<file path="src/rtl/core/ldbc_pkg.sv">
package ldbc_pkg;

    localparam int LED_COUNT = 8;
    localparam int PORT_W    = 8;
    localparam int CFG_IDX_W = 2;

    localparam logic [7:0] DIM_WRAP_RESET  = 8'hFF;
    localparam logic [7:0] PORT_KEEP_RESET = 8'h00;

    typedef logic [LED_COUNT-1:0] t_led_vec;

    typedef enum logic [2:0] {
        KIND_DIM_TICK   = 3'd0,
        KIND_BLINK_TICK = 3'd1,
        KIND_SET_LEVEL  = 3'd2,
        KIND_SET_HIGH   = 3'd3,
        KIND_SET_PERIOD = 3'd4
    } t_kind;

    typedef enum logic [CFG_IDX_W-1:0] {
        CFG_DIM_WRAP  = 2'd0,
        CFG_PORT_KEEP = 2'd1
    } t_cfg_idx;

    typedef struct packed {
        logic [2:0] kind;
        logic [2:0] led_index;
        logic [7:0] set_value;
        logic [7:0] latch_value;
    } t_item;

endpackage

</file>
<file path="src/rtl/core/ldbc_blink.sv">
module ldbc_blink (
    input  logic              i_clk,
    input  logic              i_rst_n,
    input  logic              i_en,
    input  ldbc_pkg::t_item   i_item,
    output ldbc_pkg::t_led_vec o_blink_bits
);
    import ldbc_pkg::*;

    logic [7:0] r_high   [LED_COUNT];
    logic [7:0] r_period [LED_COUNT];
    logic [7:0] r_count  [LED_COUNT];
    t_led_vec   r_bits;

    logic [7:0] n_count [LED_COUNT];
    t_led_vec   n_bits;
    logic [7:0] inc;

    always_comb begin
        n_bits = r_bits;
        for (int i = 0; i < LED_COUNT; i++) begin
            inc        = r_count[i] + 8'd1;
            n_count[i] = inc;
            if (inc > r_period[i]) begin
                n_count[i] = 8'd0;
                n_bits[i]  = 1'b1;
            end
            if (n_count[i] == r_high[i]) begin
                n_bits[i] = 1'b0;
            end
        end
    end

    always_ff @(posedge i_clk) begin
        if (!i_rst_n) begin
            r_bits <= '0;
            for (int i = 0; i < LED_COUNT; i++) begin
                r_high[i]   <= 8'd0;
                r_period[i] <= 8'd0;
                r_count[i]  <= 8'd0;
            end
        end else if (i_en) begin
            case (i_item.kind)
                KIND_BLINK_TICK: begin
                    r_bits <= n_bits;
                    for (int i = 0; i < LED_COUNT; i++) begin
                        r_count[i] <= n_count[i];
                    end
                end
                KIND_SET_HIGH: begin
                    for (int i = 0; i < LED_COUNT; i++) begin
                        if (32'(i_item.led_index) == i) begin
                            r_high[i] <= i_item.set_value;
                        end
                    end
                end
                KIND_SET_PERIOD: begin
                    for (int i = 0; i < LED_COUNT; i++) begin
                        if (32'(i_item.led_index) == i) begin
                            r_period[i] <= i_item.set_value;
                            r_count[i]  <= i_item.set_value;
                        end
                    end
                end
                default: begin
                end
            endcase
        end
    end

    assign o_blink_bits = r_bits;

endmodule

</file>
<file path="src/rtl/core/ldbc_dim.sv">
module ldbc_dim (
    input  logic               i_clk,
    input  logic               i_rst_n,
    input  logic               i_en,
    input  ldbc_pkg::t_item    i_item,
    input  logic [7:0]         i_wrap_mask,
    input  ldbc_pkg::t_led_vec i_blink_bits,
    output logic               o_act_phase,
    output ldbc_pkg::t_led_vec o_combined
);
    import ldbc_pkg::*;

    logic [7:0] r_level [LED_COUNT];
    logic [7:0] r_count;
    logic       r_act;
    t_led_vec   r_dim_bits;
    t_led_vec   r_combined;

    logic [7:0] n_count;
    t_led_vec   n_dim_bits;

    always_comb begin
        n_count    = r_count + 8'd1;
        n_dim_bits = r_dim_bits;
        if ((n_count & i_wrap_mask) == 8'd0) begin
            n_dim_bits = '1;
            n_count    = 8'd0;
        end
        for (int i = 0; i < LED_COUNT; i++) begin
            if (n_count == r_level[i]) begin
                n_dim_bits[i] = 1'b0;
            end
        end
    end

    always_ff @(posedge i_clk) begin
        if (!i_rst_n) begin
            r_count    <= 8'd0;
            r_act      <= 1'b0;
            r_dim_bits <= '0;
            r_combined <= '0;
            for (int i = 0; i < LED_COUNT; i++) begin
                r_level[i] <= 8'd0;
            end
        end else if (i_en) begin
            case (i_item.kind)
                KIND_DIM_TICK: begin
                    r_act <= ~r_act;
                    if (!r_act) begin
                        r_count    <= n_count;
                        r_dim_bits <= n_dim_bits;
                        r_combined <= n_dim_bits & i_blink_bits;
                    end
                end
                KIND_SET_LEVEL: begin
                    for (int i = 0; i < LED_COUNT; i++) begin
                        if (32'(i_item.led_index) == i) begin
                            r_level[i] <= i_item.set_value;
                        end
                    end
                end
                default: begin
                end
            endcase
        end
    end

    assign o_act_phase = r_act;
    assign o_combined  = r_combined;

endmodule

</file>
<file path="src/rtl/core/led_dim_blink_controller_top.sv">
// An accepted input word passes through the input register and then the result register.
// Throughput: 1 word per cycle; input register feeds one pass of per-LED
// compare logic into the result register, stalling only when the result is held.
// Reset (synchronous, active low) clears all LED state and counters, starts in
// the compute phase, and loads dim_wrap_mask = 0xFF, port_keep_mask = 0x00.
module led_dim_blink_controller_top (
    input  logic                           i_clk,
    input  logic                           i_rst_n,
    input  logic                           i_in_valid,
    output logic                           o_in_ready,
    input  logic [2:0]                     i_kind,
    input  logic [2:0]                     i_led_index,
    input  logic [7:0]                     i_set_value,
    input  logic [7:0]                     i_latch_value,
    output logic                           o_out_valid,
    input  logic                           i_out_ready,
    output logic                           o_port_write,
    output logic [7:0]                     o_port_value,
    input  logic                           i_cfg_valid,
    output logic                           o_cfg_ready,
    input  logic [ldbc_pkg::CFG_IDX_W-1:0] i_cfg_index,
    input  logic [7:0]                     i_cfg_data
);
    import ldbc_pkg::*;

    logic       r_in_valid;
    t_item      r_in;
    logic       r_out_valid;
    logic       r_port_write;
    logic [7:0] r_port_value;
    logic [7:0] r_wrap_mask;
    logic [7:0] r_keep_mask;

    logic       advance;
    logic       act_phase;
    t_led_vec   combined;
    t_led_vec   blink_bits;
    logic [PORT_W+LED_COUNT-1:0] port_ext;
    logic       n_port_write;
    logic [7:0] n_port_value;

    assign advance     = r_in_valid && (!r_out_valid || i_out_ready);
    assign o_in_ready  = !r_in_valid || advance;
    assign o_cfg_ready = 1'b1;

    always_ff @(posedge i_clk) begin
        if (!i_rst_n) begin
            r_in_valid <= 1'b0;
        end else if (o_in_ready) begin
            r_in_valid <= i_in_valid;
        end
    end

    always_ff @(posedge i_clk) begin
        if (o_in_ready && i_in_valid) begin
            r_in <= '{kind: i_kind, led_index: i_led_index,
                      set_value: i_set_value, latch_value: i_latch_value};
        end
    end

    always_ff @(posedge i_clk) begin
        if (!i_rst_n) begin
            r_wrap_mask <= DIM_WRAP_RESET;
            r_keep_mask <= PORT_KEEP_RESET;
        end else if (i_cfg_valid) begin
            case (i_cfg_index)
                CFG_DIM_WRAP:  r_wrap_mask <= i_cfg_data;
                CFG_PORT_KEEP: r_keep_mask <= i_cfg_data;
                default: begin
                end
            endcase
        end
    end

    ldbc_dim u_dim (
        .i_clk        (i_clk),
        .i_rst_n      (i_rst_n),
        .i_en         (advance),
        .i_item       (r_in),
        .i_wrap_mask  (r_wrap_mask),
        .i_blink_bits (blink_bits),
        .o_act_phase  (act_phase),
        .o_combined   (combined)
    );

    ldbc_blink u_blink (
        .i_clk        (i_clk),
        .i_rst_n      (i_rst_n),
        .i_en         (advance),
        .i_item       (r_in),
        .o_blink_bits (blink_bits)
    );

    always_comb begin
        port_ext     = {{PORT_W{1'b0}}, combined};
        n_port_write = 1'b0;
        n_port_value = 8'd0;
        if (r_in.kind == KIND_DIM_TICK && act_phase) begin
            n_port_write = 1'b1;
            n_port_value = port_ext[PORT_W-1:0] | (r_in.latch_value & r_keep_mask);
        end
    end

    always_ff @(posedge i_clk) begin
        if (!i_rst_n) begin
            r_out_valid <= 1'b0;
        end else if (advance) begin
            r_out_valid <= 1'b1;
        end else if (i_out_ready) begin
            r_out_valid <= 1'b0;
        end
    end

    always_ff @(posedge i_clk) begin
        if (advance) begin
            r_port_write <= n_port_write;
            r_port_value <= n_port_value;
        end
    end

    assign o_out_valid  = r_out_valid;
    assign o_port_write = r_port_write;
    assign o_port_value = r_port_value;

endmodule

</file>
<file path="config.mk">
export PLATFORM = sky130hd
export DESIGN_NAME = led_dim_blink_controller_top
export DESIGN_NICKNAME = d
export VERILOG_FILES = /design/src/rtl/core/ldbc_pkg.sv /design/src/rtl/core/ldbc_blink.sv /design/src/rtl/core/ldbc_dim.sv /design/src/rtl/core/led_dim_blink_controller_top.sv
export SDC_FILE = /design/constraint.sdc
export NUM_CORES = 1
export LEC_CHECK = 0
export ABC_AREA = 1
export BUFFER_PORTS_ARGS = -buffer_cell sky130_fd_sc_hd__buf_2
export CAP_MARGIN = 20
export CORE_MARGIN = 10
export CORE_UTILIZATION = 40
export DETAILED_ROUTE_END_ITERATION = 10
export PLACE_DENSITY = 0.64
export SETUP_SLACK_MARGIN = 0.05
export SLEW_MARGIN = 40
export SYNTH_ARGS = -nofsm -noshare
export SYNTH_HDL_FRONTEND = slang
export SYNTH_HIERARCHICAL = 1
export SYNTH_SLANG_ARGS = --single-unit
</file>
<file path="constraint.sdc">
create_clock -name i_clk -period 6.6 [get_ports i_clk]
set_input_delay 0.66 -clock i_clk [delete_from_list [all_inputs] [get_ports i_clk]]
set_output_delay 0.66 -clock i_clk [all_outputs]
set_load 0.01 [all_outputs]
</file>
==> reports/metrics.csv <==
stage,metric,value,unit
route,drtIter0Drc,1001,
clock_network,cts.repair.resized,0,
clock_network,cts_sinks,338,
sta,hold_viol,0,
sta,setup_viol,0,
place,gp_congestion,0.873,
clock_network,cts_buffer_depth,3,
clock_network,htreeDepth,2,
final_layout,drive_gt1_frac,0.0820,
clock_network,clkTransAtPathRegs,0.06,ns
outcome,run_status,finished clean,
sta,period_minus_slack,3.02,ns
final_layout,area_growth,11.2,%
setup_path,crit_end,u_blink/o_blink_bits[7],
die,fp.dieW,234,µm
power_and_ir_drop,ir_drop,0.209,mV
global_routing,track_usage,0.171,
global_routing,grt_max_degree,81,
sta,slew_viol_final,0,
place,placed_area,19000,µm²
setup_path,reg2reg_to,u_blink/o_blink_bits[7],
setup_path,max_stage_delay,0.43,ns
route,vias_per_cell,5.09,
setup_path,end_kind,register,
die,io_pins,49,
sta,tightestPinTransition,0.838,ns
final_layout,final_common_cell,nand2_1,
route,dr.pass1.iters,5,
die,rows,78,
synth,synth_fp_nets,2234,
synth,netlist_area,18300,µm²
power_and_ir_drop,pwr_density_cell,251,nW/µm²
place,io_buffer_count,47,
synth,synth_flop_cell,edfxtp_1,
job,maxCapViolations,0,
final_layout,layout_common_cells,"nand2_1 (575), inv_1 (295), nor2_1 (292)",
die,die_area,54600,µm²
setup_path,crit_start,u_blink/r_count[1][24],
clock_network,cts_tree,built,
die,core_region_area,45300,µm²
route,drc,0,
sta,rsz0062_at_grt,no,
final_layout,fillers,4382,
sta,post-route-period-util,0.458,
setup_path,crit_type,register to register,
setup_path,r2r_slack,3.58,ns
sta,slew_headroom,0.438,
global_routing,grt_overflow_total,0,
route,drt-total-wl,47.2,mm
sta,final.setup.tns,0,ns
sta,finClkSkew,0.0131,ns
clock_network,cts_hold_buf,0,
sta,fmax,331,MHz
final_layout,antenna_cells,0,
global_routing,antenna_found_initial,0,
setup_path,start_kind,register,
worst_hold_path,hold_path_class,input pin to register,
die,initial_core_util,0.403,
setup_path,path_cells,nand3_1 -> nor3_1 -> nand3_1 -> xor2_1 -> ha_1 -> a21o_1 -> nor2_1 -> nand2_1 -> nand2_1 -> nand2_1 -> nand2_1 -> nand2_1 -> nor2_1 -> nand3_1 -> nor2_1 -> nor2_1,
setup_path,rr_worst_depth,16,
clock_network,root_buffer,clkbuf_16,
die,die_h,234,µm
setup_path,path_common_cell,nand2_1,
synth,synthesis.instances,2124,
route,wl_per_cell,16.9,µm
synth,yosysWarnings,6,
final_layout,final_nets,2275,
clock_network,cts_setup_buffers,0,
clock_network,numCtsBuffers,39,
clock_network,clk_latency,0.55,ns
route,final_antenna_net_count,0,
global_routing,grt_pass1_vias,13600,
place,dp_hpwl,32.7,mm
setup_path,crit_path_max_fanout,14,
synth,yosysUniqueCellTypes,44,
synth,ys_seq_elements,338,
power_and_ir_drop,leakage,8.98,nW
final_layout,fin_util,0.448,
route,num_vias,14200,
setup_path,cp_slowest_cell,edfxtp_1,
setup_path,arrival,3.47,ns
synth,synth_edf_count,287,
synth,synth_area_per_cell,8.60,µm²
setup_path,r2r_start,u_blink/r_count[1][24],
setup_path,worstPathRequired,7.04,ns
global_routing,grt_pass1_wl,73.4,mm
synth,async_flop_share,0,
synth,yosysSeqAreaShare,0.528,
final_layout,stdcell_area,20300,µm²
==> critical path, delay by kind of cell (launching register included) <==
family                   cells  cell delay (ns)
adder cells (fa/ha/maj)      1             0.31
XOR/XNOR                     1             0.30
AND/OR/NAND/NOR             13             1.70
flip-flops                   1             0.43
AO/OA/AOI/OAI                1             0.18
==> cell usage after synthesis (8+ instances only) <==
cell type,n,area [µm²]
nand3_1,140,701
clkbuf_1,22,82.6
edfxtp_1,287,8620
inv_1,295,1110
buf_4,10,75.1
a21o_1,8,60.1
ha_1,73,913
nand4_1,19,119
inv_2,24,90.1
o21ai_0,24,120
dfxtp_1,51,1020
a21oi_1,71,355
nand3b_1,36,270
nand2_4,10,113
nand2_1,578,2170
nor2_1,293,1100
xor2_1,42,368
o21a_1,9,67.6
o22ai_1,53,332
buf_2,16,80.1
==> layer usage <==
layer	routed length, µm	track usage	vias to the layer above
met1	20000	0.214	6701
met2	22600	0.292	457
li1	-	-	6979
met5	0	0	-
met4	1310	0.0613	0
met3	3240	0.0307	88
==> logic make-up after synthesis <==
kind of cell    synth area share
buf+inv                   0.0825
flops                      0.528
compound gates            0.0541
xor+xnor                  0.0257
other cells             0.000205
simple gates               0.260
fa+ha+maj                 0.0500
==> stage by stage <==
stage	std cells	total power [mW]	hold slack (ns)	setup slack, ns
2_1_floorplan	2124	2.86	0.429	3.82
3_3_place_gp	2724	3.00	0.450	3.27
3_5_place_dp	2724	3.02	0.456	3.49
4_1_cts	2795	5.15	0.255	3.61
5_1_grt	2795	5.31	0.259	3.24
6_report	2795	5.10	0.290	3.58
==> report_power, final <==
group          switching [mW]  leakage [nW]  internal (mW)
clock                   0.858         0.628           1.27
sequential             0.0579          3.36           2.41
combinational           0.360          4.99          0.153
==> sequential cells by signal, indices dropped and copies added, names as in the netlist <==
name and flops:
u_blink/r_high 64, u_dim/r_count 8, r_keep_mask 8, o_out_valid 1, r_in 22, o_port_write 1, u_dim/r_dim_bits 8, o_port_value 8
u_dim/r_level 64, r_wrap_mask 8, u_blink/r_count 64, r_in_valid 1, u_blink/r_period 64, u_dim/o_combined 8, u_blink/o_blink_bits 8, u_dim/o_act_phase 1
==> layout make-up <==
class                           count  area, µm²  share of cell area
Clock buffer                       52       1120              0.0551
Clock inverter                     19        138             0.00678
Inverter                          323       1210              0.0598
Multi-Input combinational cell   1407       7140               0.352
Sequential cell                   338       9640               0.475
Tap cell                          600        751              0.0370
Timing Repair Buffer               56        303              0.0149
==> how the worst min path moves through the flow <==
stage / end / depth (start not counted) / startpoint / slack (ns)
after detailed placement: r_wrap_mask[4] / 2 / r_wrap_mask[4] / 0.46
after global routing: r_in[11] / 1 / i_set_value[3] / 0.26
after floorplan: r_wrap_mask[1] / 2 / r_wrap_mask[1] / 0.43
after global placement: r_wrap_mask[6] / 2 / r_wrap_mask[6] / 0.45
final: r_in[11] / 1 / i_set_value[3] / 0.29
after CTS: r_in[11] / 1 / i_set_value[3] / 0.25
(Power assumes the default switching activity.)
